<file path="src/hw/rtl/dq_pkg.sv">
// Shared types and codes for the bounded deque unit.
// Holds transaction structs, action and status codes, and the controller command struct.
// No dependencies.
package dq_pkg;

  localparam int ELEM_W = 32;
  localparam int POS_W  = 8;
  localparam int OCC_W  = 9;
  localparam int ACT_W  = 3;
  localparam int STAT_W = 2;

  // Action codes (code 7 is unused and ignored)
  localparam logic [ACT_W-1:0] ACT_INS_HEAD = 3'd0;
  localparam logic [ACT_W-1:0] ACT_INS_TAIL = 3'd1;
  localparam logic [ACT_W-1:0] ACT_REM_HEAD = 3'd2;
  localparam logic [ACT_W-1:0] ACT_REM_TAIL = 3'd3;
  localparam logic [ACT_W-1:0] ACT_RD_HEAD  = 3'd4;
  localparam logic [ACT_W-1:0] ACT_RD_TAIL  = 3'd5;
  localparam logic [ACT_W-1:0] ACT_RD_AT    = 3'd6;

  // Status codes
  localparam logic [STAT_W-1:0] ST_OK    = 2'd0;
  localparam logic [STAT_W-1:0] ST_FULL  = 2'd1;
  localparam logic [STAT_W-1:0] ST_EMPTY = 2'd2;
  localparam logic [STAT_W-1:0] ST_RANGE = 2'd3;

  typedef struct packed {
    logic [ACT_W-1:0]  action;
    logic [ELEM_W-1:0] element_in;
    logic [POS_W-1:0]  position;
  } dq_in_t;

  typedef struct packed {
    logic [ELEM_W-1:0] element_out;
    logic [OCC_W-1:0]  occupancy;
    logic [STAT_W-1:0] status;
  } dq_out_t;

  // Controller to datapath commands
  typedef struct packed {
    logic load;  // capture the incoming transaction
    logic exec;  // run the action: memory access and pointer update
  } dq_cmd_t;

endpackage

</file>
<file path="src/hw/rtl/dq_ctrl.sv">
// Controller for the bounded deque unit: idle / execute / done sequencer.
// Depends on dq_pkg.
module dq_ctrl
  import dq_pkg::*;
(
  input  logic    clk,
  input  logic    rst_n,
  input  logic    start,
  output logic    busy,
  output logic    out_valid,
  output dq_cmd_t cmd
);

  typedef enum logic [2:0] {
    S_IDLE = 3'b001,
    S_EXEC = 3'b010,
    S_DONE = 3'b100
  } state_t;

  state_t state_r, state_nxt;
  logic   accept;

  assign busy   = (state_r == S_EXEC);
  assign accept = start && !busy;

  always_comb begin
    state_nxt = state_r;
    unique case (state_r)
      S_IDLE: state_nxt = accept ? S_EXEC : S_IDLE;
      S_EXEC: state_nxt = S_DONE;
      S_DONE: state_nxt = accept ? S_EXEC : S_IDLE;
      default: state_nxt = S_IDLE;
    endcase
  end

  always_ff @(posedge clk) begin
    if (!rst_n) begin
      state_r <= S_IDLE;
    end else begin
      state_r <= state_nxt;
    end
  end

  assign out_valid = (state_r == S_DONE);
  assign cmd.load  = accept;
  assign cmd.exec  = (state_r == S_EXEC);

endmodule

</file>
<file path="config.mk">
export PLATFORM = sky130hd
export DESIGN_NAME = dq_ctrl
export DESIGN_NICKNAME = d
export VERILOG_FILES = /design/src/hw/rtl/dq_pkg.sv /design/src/hw/rtl/dq_ctrl.sv
export SDC_FILE = /design/constraint.sdc
export NUM_CORES = 1
export LEC_CHECK = 0
export BUFFER_PORTS_ARGS = -buffer_cell sky130_fd_sc_hd__buf_2
export CAP_MARGIN = 15
export CORE_AREA = 2 2 39 41
export DETAILED_ROUTE_END_ITERATION = 16
export DIE_AREA = 0 0 41 43
export SLEW_MARGIN = 20
export SYNTH_ARGS = -nofsm -noshare
export SYNTH_HDL_FRONTEND = slang
export SYNTH_SLANG_ARGS = --single-unit
</file>
<file path="constraint.sdc">
create_clock -name clk -period 1 [get_ports clk]
set_input_delay 0.15 -clock clk [delete_from_list [all_inputs] [get_ports clk]]
set_output_delay 0.15 -clock clk [all_outputs]
set_load 0.005 [all_outputs]
</file>
==> run summary, run 1 <==
reg2reg start - state_r[1]
worst path arrival time - 1.05 ns
Post-Layout Cell Count - 44
Worst R2R Setup Slack - -0.03 ns
Biggest register - state_r
slowest cell delay on critical path - 0.30 ns
hold buffers post-CTS - 0
Post-synth top flop - dfxtp_1
hold crit path type - input pin to flop
Post-route DRC - 0
clock skew - 0.0100 ns
clock period minus worst slack - 1.20 ns
most frequent cell after synthesis - dfxtp_1
cells after synthesis - 14
Seq/Total Area, Yosys - 0.390
Max Fclk - 837 MHz
worst-path maximum fanout - 4
CTS Root Cell - clkbuf_4
Worst VDD drop - 0.000331 V
total power per unit cell area - 1440 mW/mm^2
Synth area leaders - dfxtp_1, nor4bb_1, buf_4, nor3b_2, and4b_1
total core area - 0.00138 sq mm
most common library cells after synthesis - dfxtp_1, buf_4, nor4bb_1
row cnt - 14
remaining global-route overflow - 0
RSZ-0062 raised after global routing - yes
fin area - 274 sq um
vias in the first global route - 161
first-pass detailed-route iteration total - 4
CP Cell Sequence - buf_4 -> nor3b_1 -> buf_2
vias per inst - 3.66
die width - 41 um
clock group share of total power - 0.546
Switch Pwr - 0.0887 mW
Top Metal Used - met4
synthesized flop and latch total - 3
Synth top area share - 0.390
Setup WS post-layout - -0.195 ns
Total GRT Usage - 0.0521
max reg flops - 3
number of flops mapped to enable cells by yosys - 0
Comb power frac - 0.117
hold-critical path depth - 2
critical path launch point type - flop
Max-slew headroom - 0.778
hold_ws - 0.122 ns
CP max-delay cell - dfxtp_1
Crit. End Element - output port
critical hold path startpoint - rst_n
cell family with most CP delay - flip-flops
Synth Net Count - 17
I/O pin count - 7
Iter 0 DRT Violations - 2
post-synthesis cell area - 154 sq um
cts bufs inserted - 3
first-pass GRT wire length - 552 um
largest registers - state_r (3)
storage element area - 62.6 sq um
Worst Tran Pin Value - 0.329 ns
Post-DRT Antenna Nets - 0
Met1 Routed Length - 153 um
CTS Buffer Depth - 2
failing checks - negative setup slack
WL final - 389 um
Critical Path RT - 0.85 ns
initial antenna violation count - 0
Via Count - 161
DR WL met3 - 26 um
Starting Density - 0.111
H-tree Lvls - 1
worst-skew pair later-pin latency - 0.24 ns
clk sinks - 3
largest net degree at the start of global routing - 6
dpl cells - 37
Synth async-reset ratio - 0
share of cells above drive strength 1 - 0.714
Layout area overhead - 78.0%
Worst Path Buf+Inv - 2
n_diodes - 0
NumNets Final - 32
Fillers - 164
Final Hold Vio Count - 0
period utilization - 1.20
Crit Path Category - flop to output port
Met2 Wirelength - 200 um
sink of the worst hold path - state_r[0]
sequential power share - 0.337
reg2reg path depth - 4
Int Pwr - 0.307 mW
R2R Path End - state_r[0]
clk slew on worst S/H paths - 0.04 ns
Final Core Density - 0.198
Yosys cell types - 10
WL per Instance - 8.84 um
yosys warns - 0
I/O Buffers - 6
die area - 0.00176 sq mm
leakage - 0.128 nW
maxcap violations - 0
Pins Over Slew Limit - 0
setup violators final - 5
Die H - 43 um
RePlAce Congestion - 0.511
Sw Ratio - 0.224
Synth Area per Inst - 11.0 sq um
Synth area leader - dfxtp_1
CTS tree - built
multi-input logic area - 90.1 sq um
Post-DP Area - 211 sq um
outcome - complete, but fails checks
## worst reg2reg max path: stages, from the launching register on
cell	delay (ns)
dfxtp_1	0.30
nor3b_2	0.14
buf_4	0.14
buf_4	0.13
o31ai_2	0.22
## per-stage QoR
step           setup WS (ns)  total power [mW]  setup TNS (ns)
3_5_place_dp          0.0337             0.173               0
3_3_place_gp          0.0499             0.173               0
6_report              -0.195             0.396          -0.694
2_1_floorplan         0.0116             0.155               0
5_1_grt               -0.248             0.416          -0.945
4_1_cts               -0.195             0.397          -0.658
## worst max path at each step
stage | startpoint | to | slack, ns | cells after the start
after floorplan | state_r[1] | cmd[1] | 0.01 | 3
after global placement | state_r[2] | cmd[1] | 0.05 | 4
after detailed placement | state_r[2] | cmd[1] | 0.03 | 4
after CTS | state_r[0] | cmd[1] | -0.19 | 4
after global routing | state_r[1] | out_valid | -0.25 | 3
final | state_r[1] | out_valid | -0.20 | 3
## power groups by stage
stage | combinational (mW) | sequential [mW] | clock, mW
CTS | 0.0404 | 0.133 | 0.223
detailed placement | 0.0383 | 0.134 | 0
global placement | 0.0383 | 0.134 | 0
finish | 0.0462 | 0.133 | 0.216
global route | 0.0517 | 0.135 | 0.229
floorplan | 0.0198 | 0.135 | 0
## kinds of logic after synthesis
family / synth area share
XOR/XNOR: 0.0569
AO/OA/AOI/OAI: 0.0488
flip-flops: 0.390
buffers and inverters: 0.0975
AND/OR/NAND/NOR: 0.407
## per-layer routing
layer,GRT usage,vias to the layer above
met5,0,-
met4,0.0800,0
met3,0.0157,2
met2,0.0625,11
met1,0.0543,69
li1,-,79
## layout by cell type, fill, tap and decap left out, drive strengths merged
master | Yosys | layout
nor2b | 1 | 1
and4b | 1 | 1
xor2 | 1 | 1
o31ai | 1 | 1
nor4bb | 2 | 2
and2 | 1 | 1
clkbuf | 0 | 4
nor3b | 2 | 2
buf | 2 | 12
dfxtp | 3 | 3
## repair_timing
item                                   4_1_cts  5_1_grt
pin swaps                                    1        1
buffers inserted                             2        1
endpoints found under the hold margin        0        0
gates cloned                                 0        0
resized for setup                            2        2
setup endpoints to repair                    4        5
## area by class of cell
class / count / area share
Tap cell: 16 / 0.0731
Sequential cell: 3 / 0.228
Multi-Input combinational cell: 9 / 0.329
Timing Repair Buffer: 12 / 0.274
Clock buffer: 4 / 0.0959
(Power assumes the default switching activity.)
==> run 2: changes to the inputs <==
Clock period 1 ns to 1.45 ns, I/O delays scaled along.
==> run summary, run 2 (synthesized netlist as in run 1, its figures left out) <==
reg2reg start - state_r[0]
Die H - 43 um (unchanged)
share of cells above drive strength 1 - 0.455 (-0.260)
Layout area overhead - 39.8%
n_diodes - 0 (unchanged)
total chip power - 0.254 mW (-36%)
worst path arrival time - 1.09 ns (+0.04 ns)
leakage - 0.0965 nW (-25%)
Worst R2R Setup Slack - 0.51 ns (+0.54 ns)
Total GRT Usage - 0.0391 (-0.0130)
most frequent cells in the layout - buf_2, clkbuf_4, dfxtp_1
Max-slew headroom - 0.830 (+0.0518)
RePlAce Congestion - 0.580 (+14%)
cts bufs inserted - 3 (unchanged)
Post-DRT Antenna Nets - 0 (unchanged)
RSZ-0062 raised after global routing - no
CTS tree - built
Worst Tran Pin Value - 0.252 ns (-0.0766 ns)
maxcap violations - 0 (unchanged)
largest net degree at the start of global routing - 6 (unchanged)
PostCTS Resize Cnt - 0 (-2)
I/O Buffers - 6 (unchanged)
vias in the first global route - 128 (-20%)
hold crit path type - input pin to flop
Biggest register - state_r
reg2reg path depth - 2 (-2)
dpl cells - 34 (-8.1%)
worst-skew pair later-pin latency - 0.23 ns (about the same)
DP HPWL - 235 um
die width - 41 um (unchanged)
Critical Path RT - 1.23 ns (+0.38 ns)
Worst VDD drop - 0.000166 V (-50%)
WL per Instance - 7.87 um (-11%)
clk slew on worst S/H paths - 0.03 ns (about the same)
outcome - finished clean
initial antenna violation count - 0 (unchanged)
Final Hold Vio Count - 0 (unchanged)
Starting Density - 0.111 (unchanged)
Setup TNS - 0 ns (+0.694 ns)
hold buffers post-CTS - 0 (unchanged)
clk sinks - 3 (unchanged)
total core area - 0.00138 sq mm (unchanged)
Crit. End Element - output port
Post-Layout Cell Count - 38 (-14%)
vias per inst - 3.39 (-7.2%)
Post-route DRC - 0 (unchanged)
CTS Root Cell - clkbuf_4
setup violators final - 0 (-5)
clock skew - 0.000216 ns (-0.00980 ns)
first-pass detailed-route iteration total - 2 (-2)
die area - 0.00176 sq mm (unchanged)
R2R Path End - state_r[0]
total power per unit cell area - 1180 mW/mm^2 (-18%)
Max Fclk - 765 MHz
worst-path maximum fanout - 5 (+1)
critical path launch point type - flop
Iter 0 DRT Violations - 3 (+1)
hold-critical path depth - 2 (unchanged)
H-tree Lvls - 1 (unchanged)
CTS Buffer Depth - 2 (unchanged)
Fillers - 155 (-5.5%)
largest registers - state_r (3)
commonest non-fill, non-tap cell in the layout - buf_2
max reg flops - 3 (unchanged)
clock period minus worst slack - 1.31 ns
critical hold path startpoint - rst_n
remaining global-route overflow - 0 (unchanged)
I/O pin count - 7 (unchanged)
first-pass GRT wire length - 407 um (-26%)
NumNets Final - 26 (-19%)
sink of the worst hold path - state_r[0]
Via Count - 129 (-20%)
period utilization - 0.901
Pins Over Slew Limit - 0 (unchanged)
WL final - 299 um (-23%)
Crit Path Category - flop to output port
postcts setup bufs - 0 (-2)
Final Core Density - 0.156 (-0.0425)
row cnt - 14 (unchanged)
[run 2: changes by cell type in the layout (fill, tap and decap cells not counted)]
cell | before | now
o31ai_1 | 0 | 1
o31ai_2 | 1 | 0
nor4bb_1 | 1 | 2
dfxtp_2 | 2 | 0
dfxtp_1 | 1 | 3
buf_4 | 6 | 0
nor4bb_2 | 1 | 0
[run 2: per-stage QoR]
stage | area (sq um) | setup WS, ns | hold WS (ns)
after global placement | 189 | 0.355 | 0.432
final | 215 | 0.143 | 0.190
after detailed placement | 189 | 0.363 | 0.430
after floorplan | 154 | 0.394 | 0.289
after global routing | 215 | 0.0391 | 0.213
after CTS | 215 | 0.108 | 0.186
[run 2: worst max-delay path, stage by stage (launching register included)]
cell	delay (ns)
dfxtp_1	0.38
nor3b_2	0.29
nor2b_1	0.07
buf_2	0.13
[run 2: per-layer routing]
layer  GRT usage  vias up  wire length (um)
met5           0        -                 0
met2      0.0531        4               153
met1      0.0319       58               123
li1            -       67                 -
met3      0.0157        0                22
met4      0.0600        0                 0
[run 2: report_power, final]
group / internal [mW] / leakage [nW] / switching, mW
combinational: 0.0114 / 0.0568 / 0.00653
clock: 0.103 / 0.0150 / 0.0402
sequential: 0.0875 / 0.0246 / 0.00579
[run 2: area by class of cell]
type	count	area, sq um	share of cell area
multi-input combinational	9	78.8	0.366
sequential	3	60.1	0.279
timing repair buffer	6	30.0	0.140
clock buffer	4	26.3	0.122
tap	16	20.0	0.0930
[run 2: worst max path at each step]
stage          startpoint     end  slack, ns  cells after the start
2_1_floorplan  state_r[1]  cmd[1]       0.39                      3
3_3_place_gp   state_r[1]  cmd[1]       0.36                      3
3_5_place_dp   state_r[1]  cmd[1]       0.36                      3
4_1_cts        state_r[1]  cmd[1]       0.11                      3
5_1_grt        state_r[1]  cmd[1]       0.04                      3
6_report       state_r[1]  cmd[1]       0.14                      3
